===== src/hw/rtl/wzsd_pkg.sv =====
// types, constants and the step program of the window z-score spike detector
// no dependencies; used by every rtl module of the block
package wzsd_pkg;

  localparam int SAMPLE_W  = 24;
  localparam int KIND_W    = 3;
  localparam int CLS_W     = 2;
  localparam int CFG_W     = 16;
  localparam int CFG_IDX_W = 1;
  localparam int LIMB_W    = 32;
  localparam int OPND_W    = 4 * LIMB_W;
  localparam int ACC_W     = 128;
  localparam int SHIFT_W   = 3;
  localparam int PC_W      = 6;

  localparam logic [CFG_IDX_W-1:0] CFG_SMALL = 1'b0;
  localparam logic [CFG_IDX_W-1:0] CFG_BIG   = 1'b1;

  localparam logic [CFG_W-1:0] SMALL_RESET = 16'd768;
  localparam logic [CFG_W-1:0] BIG_RESET   = 16'd1280;

  localparam logic [KIND_W-1:0] KIND_DELETE = 3'd4;

  localparam logic [SAMPLE_W-1:0] SMALL_LIMIT = 24'd1000000;
  localparam logic [SAMPLE_W-1:0] BIG_LIMIT   = 24'd10000000;

  localparam logic [CLS_W-1:0] CLS_NONE  = 2'd0;
  localparam logic [CLS_W-1:0] CLS_SMALL = 2'd1;
  localparam logic [CLS_W-1:0] CLS_BIG   = 2'd2;

  localparam logic [PC_W-1:0] CLASS_START = 6'd8;
  localparam logic [PC_W-1:0] PROG_LAST   = 6'd33;

  typedef struct packed {
    logic [SAMPLE_W-1:0] latency;
    logic [KIND_W-1:0]   op_kind;
  } in_beat_t;

  typedef struct packed {
    logic [CLS_W-1:0] spike_class;
    logic             window_full;
  } out_beat_t;

  typedef enum logic [3:0] {
    SRC_ZERO,
    SRC_ONE,
    SRC_N,
    SRC_X,
    SRC_OLD,
    SRC_S,
    SRC_Q,
    SRC_D,
    SRC_VAR,
    SRC_T2,
    SRC_TBIG,
    SRC_TSML
  } src_e;

  typedef enum logic [1:0] {
    ACC_HOLD,
    ACC_LOAD,
    ACC_ADD,
    ACC_SUB
  } acc_mode_e;

  typedef enum logic [2:0] {
    WB_NONE,
    WB_SUM,
    WB_SQ,
    WB_DEV,
    WB_VAR,
    WB_T2,
    WB_BIG
  } store_e;

  typedef struct packed {
    acc_mode_e            mode;
    logic [SHIFT_W-1:0]   shift;
  } mac_ctl_t;

  typedef struct packed {
    src_e        a_src;
    logic [1:0]  a_limb;
    src_e        b_src;
    logic [1:0]  b_limb;
    mac_ctl_t    mac;
    store_e      store;
  } op_t;

  function automatic op_t mk(input src_e a, input logic [1:0] al, input src_e b,
                             input logic [1:0] bl, input acc_mode_e m,
                             input logic [SHIFT_W-1:0] sh, input store_e wb);
    op_t op;
    op.a_src      = a;
    op.a_limb     = al;
    op.b_src      = b;
    op.b_limb     = bl;
    op.mac.mode   = m;
    op.mac.shift  = sh;
    op.store      = wb;
    return op;
  endfunction

  // shift is in units of 16 bits; a store sees the sum of the earlier steps since the last load
  function automatic op_t prog_op(input logic [PC_W-1:0] pc);
    op_t op;
    op = mk(SRC_ZERO, 2'd0, SRC_ZERO, 2'd0, ACC_HOLD, 3'd0, WB_NONE);
    case (pc)
      // window update: sum
      6'd0:  op = mk(SRC_X,    2'd0, SRC_ONE,  2'd0, ACC_LOAD, 3'd0, WB_NONE);
      6'd1:  op = mk(SRC_S,    2'd0, SRC_ONE,  2'd0, ACC_ADD,  3'd0, WB_NONE);
      6'd2:  op = mk(SRC_S,    2'd1, SRC_ONE,  2'd0, ACC_ADD,  3'd2, WB_NONE);
      6'd3:  op = mk(SRC_OLD,  2'd0, SRC_ONE,  2'd0, ACC_SUB,  3'd0, WB_NONE);
      // window update: sum of squares
      6'd4:  op = mk(SRC_X,    2'd0, SRC_X,    2'd0, ACC_LOAD, 3'd0, WB_SUM);
      6'd5:  op = mk(SRC_Q,    2'd0, SRC_ONE,  2'd0, ACC_ADD,  3'd0, WB_NONE);
      6'd6:  op = mk(SRC_Q,    2'd1, SRC_ONE,  2'd0, ACC_ADD,  3'd2, WB_NONE);
      6'd7:  op = mk(SRC_OLD,  2'd0, SRC_OLD,  2'd0, ACC_SUB,  3'd0, WB_NONE);
      // deviation n*x - s
      6'd8:  op = mk(SRC_X,    2'd0, SRC_N,    2'd0, ACC_LOAD, 3'd0, WB_SQ);
      6'd9:  op = mk(SRC_S,    2'd0, SRC_ONE,  2'd0, ACC_SUB,  3'd0, WB_NONE);
      6'd10: op = mk(SRC_S,    2'd1, SRC_ONE,  2'd0, ACC_SUB,  3'd2, WB_NONE);
      // scaled variance n*q - s^2
      6'd11: op = mk(SRC_N,    2'd0, SRC_Q,    2'd0, ACC_LOAD, 3'd0, WB_DEV);
      6'd12: op = mk(SRC_N,    2'd0, SRC_Q,    2'd1, ACC_ADD,  3'd2, WB_NONE);
      6'd13: op = mk(SRC_S,    2'd0, SRC_S,    2'd0, ACC_SUB,  3'd0, WB_NONE);
      6'd14: op = mk(SRC_S,    2'd0, SRC_S,    2'd1, ACC_SUB,  3'd2, WB_NONE);
      6'd15: op = mk(SRC_S,    2'd1, SRC_S,    2'd0, ACC_SUB,  3'd2, WB_NONE);
      6'd16: op = mk(SRC_S,    2'd1, SRC_S,    2'd1, ACC_SUB,  3'd4, WB_NONE);
      // big threshold: 65536*d^2 - t^2*var
      6'd17: op = mk(SRC_TBIG, 2'd0, SRC_TBIG, 2'd0, ACC_LOAD, 3'd0, WB_VAR);
      6'd18: op = mk(SRC_D,    2'd0, SRC_D,    2'd0, ACC_LOAD, 3'd1, WB_T2);
      6'd19: op = mk(SRC_D,    2'd0, SRC_D,    2'd1, ACC_ADD,  3'd3, WB_NONE);
      6'd20: op = mk(SRC_D,    2'd1, SRC_D,    2'd0, ACC_ADD,  3'd3, WB_NONE);
      6'd21: op = mk(SRC_D,    2'd1, SRC_D,    2'd1, ACC_ADD,  3'd5, WB_NONE);
      6'd22: op = mk(SRC_VAR,  2'd0, SRC_T2,   2'd0, ACC_SUB,  3'd0, WB_NONE);
      6'd23: op = mk(SRC_VAR,  2'd1, SRC_T2,   2'd0, ACC_SUB,  3'd2, WB_NONE);
      6'd24: op = mk(SRC_VAR,  2'd2, SRC_T2,   2'd0, ACC_SUB,  3'd4, WB_NONE);
      // small threshold, result left in the accumulator
      6'd25: op = mk(SRC_TSML, 2'd0, SRC_TSML, 2'd0, ACC_LOAD, 3'd0, WB_BIG);
      6'd26: op = mk(SRC_D,    2'd0, SRC_D,    2'd0, ACC_LOAD, 3'd1, WB_T2);
      6'd27: op = mk(SRC_D,    2'd0, SRC_D,    2'd1, ACC_ADD,  3'd3, WB_NONE);
      6'd28: op = mk(SRC_D,    2'd1, SRC_D,    2'd0, ACC_ADD,  3'd3, WB_NONE);
      6'd29: op = mk(SRC_D,    2'd1, SRC_D,    2'd1, ACC_ADD,  3'd5, WB_NONE);
      6'd30: op = mk(SRC_VAR,  2'd0, SRC_T2,   2'd0, ACC_SUB,  3'd0, WB_NONE);
      6'd31: op = mk(SRC_VAR,  2'd1, SRC_T2,   2'd0, ACC_SUB,  3'd2, WB_NONE);
      6'd32: op = mk(SRC_VAR,  2'd2, SRC_T2,   2'd0, ACC_SUB,  3'd4, WB_NONE);
      default: ;
    endcase
    return op;
  endfunction

endpackage


===== src/hw/rtl/wzsd_ring.sv =====
// sample ring of the spike detector, one read-first port with registered read
// depends on wzsd_pkg for the sample width
module wzsd_ring #(
  parameter int DEPTH = 64,
  localparam int IW = $clog2(DEPTH)
) (
  input  logic                          clk_i,
  input  logic                          en_i,
  input  logic                          we_i,
  input  logic [IW-1:0]                 addr_i,
  input  logic [wzsd_pkg::SAMPLE_W-1:0] wdata_i,
  output logic [wzsd_pkg::SAMPLE_W-1:0] rdata_o
);

  logic [wzsd_pkg::SAMPLE_W-1:0] mem [DEPTH];
  logic [wzsd_pkg::SAMPLE_W-1:0] rdata_q;

  always_ff @(posedge clk_i) begin
    if (en_i) begin
      rdata_q <= mem[addr_i];
      if (we_i) begin
        mem[addr_i] <= wdata_i;
      end
    end
  end

  assign rdata_o = rdata_q;

endmodule


===== config.mk =====
export PLATFORM = sky130hd
export DESIGN_NAME = wzsd_ring
export DESIGN_NICKNAME = d
export VERILOG_FILES = /design/src/hw/rtl/wzsd_pkg.sv /design/src/hw/rtl/wzsd_ring.sv
export SDC_FILE = /design/constraint.sdc
export NUM_CORES = 1
export LEC_CHECK = 0
export BUFFER_PORTS_ARGS = -buffer_cell sky130_fd_sc_hd__buf_2
export CAP_MARGIN = 10
export CORE_MARGIN = 2
export CORE_UTILIZATION = 35
export DETAILED_ROUTE_END_ITERATION = 8
export HOLD_SLACK_MARGIN = 0.15
export SYNTH_ARGS = -nofsm -noshare
export SYNTH_HDL_FRONTEND = slang
export SYNTH_SLANG_ARGS = --single-unit

===== constraint.sdc =====
create_clock -name clk_i -period 9.4 [get_ports clk_i]
set_clock_uncertainty 0.1 [all_clocks]
set_input_delay 2.82 -clock clk_i [delete_from_list [all_inputs] [get_ports clk_i]]
set_output_delay 2.82 -clock clk_i [all_outputs]
set_load 0.005 [all_outputs]

==> key figures <==
Synth
  • Async SR Flop Fraction: 0
  • #FFs+latches synth: between 1.5k and 2k
  • Number of flops mapped to enable cells by yosys: between 1.5k and 2k
  • Syn_nets: roughly 3.3k
  • Synth top cells by count: edfxtp_1, a22oi_1, a221oi_1
  • Leading area contributor after synthesis: edfxtp_1
  • Top FF cell, synth: edfxtp_1
  • Synth Area per Inst: 18.0 sq um
  • Top-count cell post-synth: edfxtp_1
  • Synth warnings: 0
  • Post-synth cell types: between 50 and 60
  • Synthesized area: between 50,000 and 60,000 sq um
  • Sequential-to-total area share from yosys stat: 0.791
  • Area share of the largest cell type after synthesis: 0.791
  • Syn Inst Count: 3,285
  • Top post-synthesis cells by area: edfxtp_1, a221oi_1, a22oi_1, mux2_2, o22ai_1

Floorplanning
  • Initial Util: 0.353
  • Io pins: between 50 and 60
  • Die H: approximately 420 um
  • CORE AREA: 168,000 sq um
  • Die ar.: ~170,000 sq um
  • Die Wd: about 420 um
  • # rows: 150

Placed design
  • GPL Wtd Cong: ~0.83
  • Port bufs: 56
  • Placed insts: roughly 5.4k
  • DP Wirelength: ~96,000 um

STA
  • Setup TNS: 0 ns
  • Actual transition at the worst max-transition pin: approximately 1.4 ns
  • Max Clk Rate: 0.153 GHz
  • Max Slew Vio Count: 0
  • Fin crit share: 0.697
  • Final-report hold violation count: 0
  • Unrepaired setup endpoints after global routing: false
  • Final setup violation count: 0
  • Slew Limit Headroom: 0.0566
  • Crit path time final: about 6.5 ns
  • Smallest hold slack: 0.684 ns

Setup path
  • CP Cell Sequence: buf_8 -> buf_4 -> nor2_4 -> buf_4 -> a221oi_1 -> o22ai_1 -> a22oi_1 -> a21boi_0 -> nand4_1
  • Delay-heaviest family, CP: compound AO/OA/AOI/OAI gates
  • Crit end category: flip-flop
  • Crit-path max cell delay: about 0.99 ns
  • Most Frequent Cell on Critical Path: buf_4
  • WP data required: 9.71 ns
  • Reg-to-Reg End: rdata_o[4]$_DFFE_PP_
  • Arrival @ worst endpoint: between 6 and 7 ns
  • R2R depth: 6
  • Buf+Inv Stages, Crit Path: 3
  • Nature of the critical path startpoint: input port
  • Critical Path Fanout Max: 74
  • R2R Setup Slk: slightly above 6 ns
  • Critical-path top delay cell: a21boi_0
  • Reg-to-Reg Start: mem[30][4]$_DFFE_PP_
  • Critical path depth: 9
  • Critical path class: input port to flip-flop

Clock network
  • TritonCTS clock tree: done
  • Deepest clock path buffer count: 3
  • Post-CTS Repair Setup Buffers: 0
  • H-tree levels: 4
  • Clock sink total: 1,560
  • Clock network latency to the later pin of the worst-skew pair: just under 0.8 ns
  • Resized cells post-CTS: 0
  • Cts hold-fix bufs: 0
  • CTS buffer count: between 150 and 200
  • Clock transition at path regs: 0.06 ns
  • Root Driver: clkbuf_16

Power and ir drop
  • Maximum VDD drop: 0.179 mV
  • Power per cell area: ~220 nW/um^2
  • Total power: approximately 15 mW
  • LEAKAGE: between 20 and 25 nW

Routing
  • Routed len/inst: just over 30 um
  • Final WL: roughly 170,000 um
  • Number of vias per cell: just under 6
  • Vias: around 34k
  • DRT Pass-1 Iters: 6
  • Residual DRC count: 0
  • DRT iter0 DRCs: just under 5k
  • Post-route ant nets: 0

Global routing
  • Global router's overall resource usage: 0.197
  • GRT overflow: 0
  • Vias in the first global route: about 32k
  • First-pass GRT wire length: between 200,000 and 250,000 um
  • Initial antenna violation count: 12
  • Largest net degree at the start of global routing: between 100 and 150

Worst hold path
  • Hold Crit Start: mem[17][12]$_DFFE_PP_
  • HP Class: flip-flop to flip-flop
  • WHS Endpoint: rdata_o[12]$_DFFE_PP_
  • Worst hold path cell count: 4

Finish
  • Final core utilization: 0.402
  • Fin nets: 3,416
  • Area Growth Syn to Fin: 13.8%
  • Fillers: ~15k
  • Non-filler cells, final: around 5.7k
  • Share of cells above drive strength 1: 0.187

Flow run
  • Max-cap violations: 0

Status
  • Status: finished, final reports clean
## state kept, by name (all words and copies together), names as in the netlist
name / flops
rdata_o: 24
mem: 1536
## tightest hold or removal path: cells and delay by family (launching register included)
family	cells	cell delay, ns
AOI/OAI and AO/OA	2	0.17
and+or+nand+nor	2	0.18
DFF	1	0.32
## report_power, final
group | internal [mW] | switching [mW] | total (mW)
Clock | 3.41 | 2.62 | 6.03
Sequential | 7.70 | 0.0200 | 7.72
Combinational | 0.203 | 0.559 | 0.761
## routing by layer
metal  vias to the layer above  share of wire  track usage
li1                      14100              -            -
met1                     17500           0.39        0.267
met2                      1890           0.48        0.314
met3                       301          0.090       0.0339
met4                         0          0.039       0.0798
met5                         -              0            0
## per-stage QoR
stage / setup slack (ns) / instance area (sq um)
floorplan: 3.66 / 59200
global placement: 2.08 / 62400
detailed placement: 2.15 / 62400
CTS: 2.99 / 67300
global route: 2.92 / 67300
finish: 2.85 / 67300
## cell usage in the layout (no fill, tap or decap), types with 20 or more instances in the layout
| master | netlist | routed |
|---|---|---|
| buf_2 | 76 | 53 |
| a22oi_1 | 262 | 262 |
| or4_1 | 20 | 20 |
| clkinv_2 | 0 | 23 |
| edfxtp_1 | 1560 | 1560 |
| clkinv_1 | 0 | 38 |
| o21ai_0 | 70 | 70 |
| nand2_1 | 68 | 67 |
| mux2i_1 | 77 | 77 |
| a21oi_1 | 48 | 48 |
| mux2_2 | 141 | 141 |
| a31oi_1 | 32 | 32 |
| buf_4 | 13 | 125 |
| nor2_1 | 126 | 59 |
| nor2_2 | 1 | 63 |
| nor3_1 | 28 | 26 |
| a22o_1 | 24 | 24 |
| clkbuf_1 | 114 | 39 |
| o22ai_1 | 152 | 152 |
| a221oi_1 | 260 | 260 |
| clkbuf_16 | 0 | 160 |
## how the worst max path moves through the flow
| stage | start | endpoint | slack, ns |
|---|---|---|---|
| floorplan | addr_i[1] | mem[13][0]$_DFFE_PP_ | 3.66 |
| global placement | addr_i[1] | rdata_o[12]$_DFFE_PP_ | 2.08 |
| detailed placement | addr_i[1] | rdata_o[4]$_DFFE_PP_ | 2.15 |
| CTS | addr_i[1] | rdata_o[4]$_DFFE_PP_ | 2.99 |
| global route | addr_i[1] | rdata_o[4]$_DFFE_PP_ | 2.92 |
| finish | addr_i[1] | rdata_o[20]$_DFFE_PP_ | 2.85 |
## kinds of logic (layout without fill, tap and decap cells)
group / after synthesis / after routing / share of synthesized area
flip-flops: 1560 / 1560 / 0.791
other: 0 / 6 / 0
AND/OR/NAND/NOR: 296 / 296 / 0.0233
AO/OA/AOI/OAI: 943 / 943 / 0.120
multiplexers: 234 / 234 / 0.0453
buffers and inverters: 252 / 477 / 0.0204
## final cells by class
cell class,count,area (sq um),share of cell area
diodes,6,15.0,0.000223
repair buffers,189,1410,0.0209
flip-flops and latches,1560,46800,0.696
inverters,3,13.8,0.000204
clock inverters,86,758,0.0113
clock buffers,199,4150,0.0616
well taps,2204,2760,0.0409
multi-input cells,1473,11400,0.169
Note: power is estimated with default switching activity, not from simulation.
